## config.mk

```make
export PLATFORM = sky130hd
export DESIGN_NAME = stmv_mac
export DESIGN_NICKNAME = d
export VERILOG_FILES = /design/src/rtl/stmv_pkg.sv /design/src/rtl/stmv_mac.sv
export SDC_FILE = /design/constraint.sdc
export NUM_CORES = 2
export LEC_CHECK = 0
export BUFFER_PORTS_ARGS = -buffer_cell sky130_fd_sc_hd__buf_4
export CAP_MARGIN = 20
export CORE_MARGIN = 8
export CORE_UTILIZATION = 44
export CTS_CLUSTER_SIZE = 20
export DETAILED_ROUTE_END_ITERATION = 10
export SYNTH_ARGS = -nofsm -noshare
export SYNTH_HDL_FRONTEND = slang
export SYNTH_SLANG_ARGS = --single-unit
export TNS_END_PERCENT = 50
```

## constraint.sdc

```tcl
create_clock -name clk_i -period 14.13 [get_ports clk_i]
set_clock_uncertainty 0.15 [all_clocks]
set_input_delay 0.7065 -clock clk_i [delete_from_list [all_inputs] [get_ports clk_i]]
set_output_delay 0.7065 -clock clk_i [all_outputs]
set_load 0.03 [all_outputs]
```

## src/rtl/stmv_pkg.sv

```systemverilog
// Package for the sparse triplet matrix-vector multiply block.
// Holds field widths, opcodes, register indexes, the sequencer state type and
// the control struct for the multiply-accumulate datapath. It depends on nothing.
package stmv_pkg;

  // Field widths fixed by the item format.
  localparam int unsigned OPC_W   = 2;
  localparam int unsigned IDX_W   = 10;
  localparam int unsigned VAL_W   = 32;
  localparam int unsigned ACC_W   = 48;
  localparam int unsigned PROD_W  = 64;
  // Index width used for range checks against depths up to 65536.
  localparam int unsigned EXT_W   = 17;
  localparam int unsigned CFG_IDX_W  = 2;
  localparam int unsigned CFG_DATA_W = 1;

  // Rounding offset for the Q32.32 to Q32.16 step (one half LSB).
  localparam logic signed [PROD_W-1:0] ROUND_HALF = 64'sd32768;
  localparam int unsigned FRAC_SHIFT = 16;

  // Configuration register indexes.
  localparam logic [CFG_IDX_W-1:0] REG_SYMMETRIC = 2'd0;
  localparam logic [CFG_IDX_W-1:0] REG_NEGATE    = 2'd1;
  localparam logic [CFG_IDX_W-1:0] REG_TRANSPOSE = 2'd2;

  typedef enum logic [OPC_W-1:0] {
    OP_LOAD_VEC  = 2'd0,
    OP_SET_ACC   = 2'd1,
    OP_TRIPLET   = 2'd2,
    OP_READ_ACC  = 2'd3
  } opcode_e;

  typedef enum logic [2:0] {
    S_IDLE,
    S_TR_READ,
    S_TR_MUL,
    S_TR_RND,
    S_TR_ADD,
    S_RD_WAIT
  } state_e;

  // Stage enables for the multiply-accumulate datapath.
  typedef struct packed {
    logic mul_en;
    logic rnd_en;
    logic negate;
  } mac_ctrl_t;

endpackage

```

## src/rtl/stmv_mac.sv

```systemverilog
// Multiply, round and saturating-add datapath of the triplet update.
// Stage one registers the Q32.32 product, stage two the rounded and signed term;
// the saturated sum is combinational from the term and the accumulator entry.
module stmv_mac (
  input  logic                              clk_i,
  input  stmv_pkg::mac_ctrl_t               ctrl_i,
  input  logic signed [stmv_pkg::VAL_W-1:0] value_i,
  input  logic signed [stmv_pkg::VAL_W-1:0] vec_i,
  input  logic signed [stmv_pkg::ACC_W-1:0] acc_i,
  output logic signed [stmv_pkg::ACC_W-1:0] sum_o
);
  import stmv_pkg::*;

  logic signed [PROD_W-1:0] prod_q;
  logic signed [PROD_W-1:0] prod_rnd;
  logic signed [ACC_W-1:0]  term;
  logic signed [ACC_W-1:0]  term_d;
  logic signed [ACC_W-1:0]  term_q;
  logic signed [ACC_W:0]    sum_wide;

  // Product of the matrix value and the vector entry, exact in 64 bits.
  always_ff @(posedge clk_i) begin
    if (ctrl_i.mul_en) begin
      prod_q <= PROD_W'(value_i) * PROD_W'(vec_i);
    end
  end

  // Round to nearest with ties toward plus infinity; the term magnitude stays
  // within 2^46, so 48 bits hold it and its negation.
  assign prod_rnd = prod_q + ROUND_HALF;
  assign term     = prod_rnd[FRAC_SHIFT +: ACC_W];
  assign term_d   = ctrl_i.negate ? -term : term;

  always_ff @(posedge clk_i) begin
    if (ctrl_i.rnd_en) begin
      term_q <= term_d;
    end
  end

  // Saturating accumulate to the 48-bit range.
  assign sum_wide = {acc_i[ACC_W-1], acc_i} + {term_q[ACC_W-1], term_q};

  always_comb begin
    if (sum_wide[ACC_W] != sum_wide[ACC_W-1]) begin
      sum_o = sum_wide[ACC_W] ? {1'b1, {(ACC_W-1){1'b0}}} : {1'b0, {(ACC_W-1){1'b1}}};
    end else begin
      sum_o = sum_wide[ACC_W-1:0];
    end
  end

endmodule

```

# Word level (Yosys, flattened, before mapping)
# Index checks and enable logic that the tools add are counted.
dict set report totals {
  register_bits 112
  out_inout_bits 48
  wordCells 10
}
dict set report op_classes {
  n_addsub 3
  mul 1
  eq_ne 1
  mux 3
}
# cell count
set ops {}
lappend ops {{48-bit two-way mux} 3}
lappend ops {{64-bit by 17-bit adder with 64-bit output (second input constant)} 1}
lappend ops {{32-bit by 32-bit multiplier with 64-bit output} 1}
lappend ops {{48-bit by 48-bit adder with 49-bit output} 1}
lappend ops {{48-bit negation} 1}
lappend ops {{1-bit != test} 1}

# Depth between registers and ports, before layout
dict set report logic_depth {
  depth_word 3
  depth_mapped 29
}

# Least setup slack after synthesis
# OpenSTA, ideal clock, no wires.
dict set report synth_timing {
  path_kind {input -> register}
  startpoint {in value_i[31] in the netlist's numbering}
  endpoint {reg prod_q[62], data pin}
  setup_ps 269
  arrival_ps 7969
  slack_ps 5742
  cell_stages 26
  cell_sequence {clkbuf_1 nand2_1 inv_1 fa_1 inv_1 fa_1 inv_1 fa_1 fa_1 inv_1 fa_1 inv_1 fa_1 inv_1 fa_1 inv_1 fa_1 ha_1 nand3_1 or3b_2 a32oi_1 nor3_1 a211oi_1 nor2b_1 o31ai_1 xor2_1}
}
dict set report synth_via {
  elab_chain_len 1
}
# item line_no
set synth_rtl {}
lappend synth_rtl {{start: declaration} stmv_mac.sv:7} ;# input logic signed [stmv_pkg::VAL_W-1:0] value_i,
lappend synth_rtl {{32-bit by 32-bit multiplier with 64-bit output} stmv_mac.sv:24} ;# prod_q <= PROD_W'(value_i) * PROD_W'(vec_i);
lappend synth_rtl {{end signal: assignment} stmv_mac.sv:24}
lappend synth_rtl {{end: declaration} stmv_mac.sv:14} ;# logic signed [PROD_W-1:0] prod_q;
# Every way passes these cells.
# A chain may end at the register's enable or synchronous reset.

# Worst setup path after layout
dict set report layout_timing {
  startpoint {in vec_i[2] in the netlist's numbering}
  endpoint {reg prod_q[63], data pin}
}
dict set report layout_via {
  elab_chain_len 1
}
# item line_no
set layout_rtl {}
lappend layout_rtl {{start: declaration} stmv_mac.sv:8} ;# input logic signed [stmv_pkg::VAL_W-1:0] vec_i,
lappend layout_rtl {{32-bit by 32-bit multiplier with 64-bit output} stmv_mac.sv:24}
# Every way passes these cells.

==> results.tsv <==
metric	value	unit
Fmax	111	MHz
grt ovf	0	
Worst setup EP type	flip-flop	
Num CTS Buffers	9	
Die Y	332	microns
final net count	6082	
DRT Pass-1 Iters	5	
Critical Path RT	14.07	ns
area of all placed cells without fillers	46200	sq um
Netlist cell types	75	
Ports	164	
clock tree sinks	97	
DIE AREA	110000	sq um
final std cells w/o fill	5960	
layout cells sized above 1	4.59	%
core box area	99600	sq um
final period utilization	63.6	%
MaxCap Viol Count	0	
Mapped Cells	4726	
sequential-to-total area share from yosys stat	6.62	%
synth warn	0	
hpwl dp	95.7	mm
CTS root buffer	clkbuf_16	
ys async rst share	0	%
Slew @ Worst Pin	1.09	ns
worst min-delay path category	flip-flop to flip-flop	
ANT nets after route	0	
register bit count reported by yosys	97	
Slew headroom	25.5	%
GP Congestion	0.897	
vias in the first global route	34600	
crit path max fanout	32	
Clock Pin Slew Worst Setup and Hold Paths	0.06	ns
Setup Total Neg Slack	0	ns
global-route wire length before repair	194	mm
Hold Buf Count CTS	0	
Placed Area	45900	sq um
chip width	332	microns
synthesized net count	6154	
mux share of post-synthesis cell area	0.145	%
RSZ-0062 raised after global routing	false	
average cell area after synthesis	9.31	sq um
Synth Flop Type	edfxtp_1	
vias per std cell	5.27	
run status	complete, no violations	
post-synthesis compound-gate area fraction	6.32	%
r2r worst-path depth	11	
critical path class	input port to flip-flop	
IO buf count	163	
# resized after CTS	0	
GRT Resource Usage Total	22.2	%
placed cells	5941	
drt wl/cell	20.4	microns
detailed-route via count	31400	
Tmin final	8.99	ns
clock buffer depth	2	
routed wire length	122	mm
initial antenna violation count	4	
cell row count	116	
initial drt markers	1916	
post-CTS setup buffer count	0	
Synth Area in Simple Gates	16.5	%
worst skew pair latency	0.35	ns
initial core utilization	44.2	%
final setup vio count	0	
Hold Fails Final Rpt	0	
hold path depth	1	
EDFF count, synth	97	
H-tree levels	3	
xor and xnor area share after synthesis	3.88	%
largest family of logic cells by synthesized area	adder cells	
largest net degree at the start of global routing	50	
TritonCTS clock tree	done	
Max Slew Vio Count	0	
Synth Area in Adders	55.8	%
Mapped Area	44000	sq um
Arr. time, crit path	8.93	ns
DRC errors left	0	
P&R area growth vs syn	5.01	%
startpoint types	input port	
## cell families after synthesis
logic type      count (synthesis)
xor+xnor                      195
fa+ha+maj                    1315
mux                             6
buf+inv                      1243
compound gates                435
simple gates                 1435
flops                          97
## layout make-up
cell class	instances	area [sq um]
timing repair buffer	166	1250
multi-input combinational	3386	36400
fill	9666	53400
clock inverter	6	68.8
tap	1298	1620
inverter	994	3730
clock buffer	10	229
sequential	97	2910
antenna	3	7.51
## sequential cells by signal, indices dropped and copies added, names as in the netlist
signal / cells
prod_q: 49
term_q: 48
## layout by cell type (no fill, tap or decap), types with 20 or more instances in the layout
cell type,n
a21o_1,51
a21oi_1,138
and2_1,510
buf_4,166
edfxtp_1,97
fa_1,1082
ha_1,230
inv_1,994
nand2_1,586
nand2b_1,24
nand3_1,50
nand4_1,35
nor2_1,105
nor3_1,35
o21ai_0,94
o21bai_1,20
xnor2_1,125
xor2_1,70
## synth_stat cells (all sizes together), types with 5 or more instances
cell type / number / area [sq um]
inv: 994 / 3730
nand2b: 24 / 150
nor2: 106 / 400
buf: 13 / 83.8
edfxtp: 97 / 2910
a211oi: 13 / 97.6
o31ai: 17 / 128
nand2: 586 / 2200
and3: 17 / 106
xor2: 70 / 613
a21boi: 5 / 37.5
nor3: 36 / 185
and4: 12 / 105
fa: 1082 / 21700
a41oi: 11 / 96.3
nand4: 37 / 253
nor4: 8 / 71.3
or2: 11 / 68.8
xnor2: 125 / 1090
ha: 230 / 2880
o21bai: 20 / 150
o211ai: 8 / 60.1
nor2b: 12 / 75.1
o21ai: 94 / 470
nand3: 50 / 250
a21oi: 138 / 691
a21o: 51 / 383
clkbuf: 236 / 886
a31oi: 15 / 93.8
or3: 9 / 56.3
o41ai: 7 / 83.8
o21a: 13 / 97.6
and2: 510 / 3190
## through the flow
stage | hold slack [ns] | setup WS [ns] | util, %
floorplan | 0.444 | 5.74 | -
global placement | 0.504 | 4.81 | 46.1
detailed placement | 0.494 | 4.76 | 46.1
CTS | 0.512 | 5.14 | 46.4
global route | 0.558 | 4.70 | 46.4
finish | 0.510 | 5.14 | 46.4
## final timing paths
path              slack (ns)        from    endpoint
hold reg to reg         0.51  prod_q[34]  term_q[18]
setup reg to reg        9.22  prod_q[16]  term_q[40]
hold / removal          0.51  prod_q[34]  term_q[18]
setup / recovery        5.14    vec_i[2]  prod_q[63]
## layer usage
metal | global-route usage, % | vias up | wire length, microns
met5 | 0.664 | - | 97
met4 | 4.56 | 2 | 2540
met3 | 8.10 | 145 | 13600
met2 | 34.6 | 1192 | 53500
met1 | 29.9 | 16000 | 52100
li1 | - | 14100 | -
## critical path, stage by stage
cell       delay, ns
buf_4           0.36
nand2_1         0.15
inv_1           0.16
fa_1            0.45
fa_1            0.49
fa_1            0.84
inv_1           0.19
fa_1            0.56
inv_1           0.05
fa_1            0.50
inv_1           0.05
fa_1            0.55
fa_1            0.43
fa_1            0.49
inv_1           0.04
ha_1            0.37
nand4_1         0.18
nor2b_1         0.19
inv_1           0.05
a2111oi_0       0.85
o21ai_0         0.36
a21oi_1         0.40
a211oi_1        0.14
nor3_1          0.25
xnor2_1         0.09
Power is not shown: default switching activity piles up to over one toggle a cycle in this logic, so the estimate is an artifact.
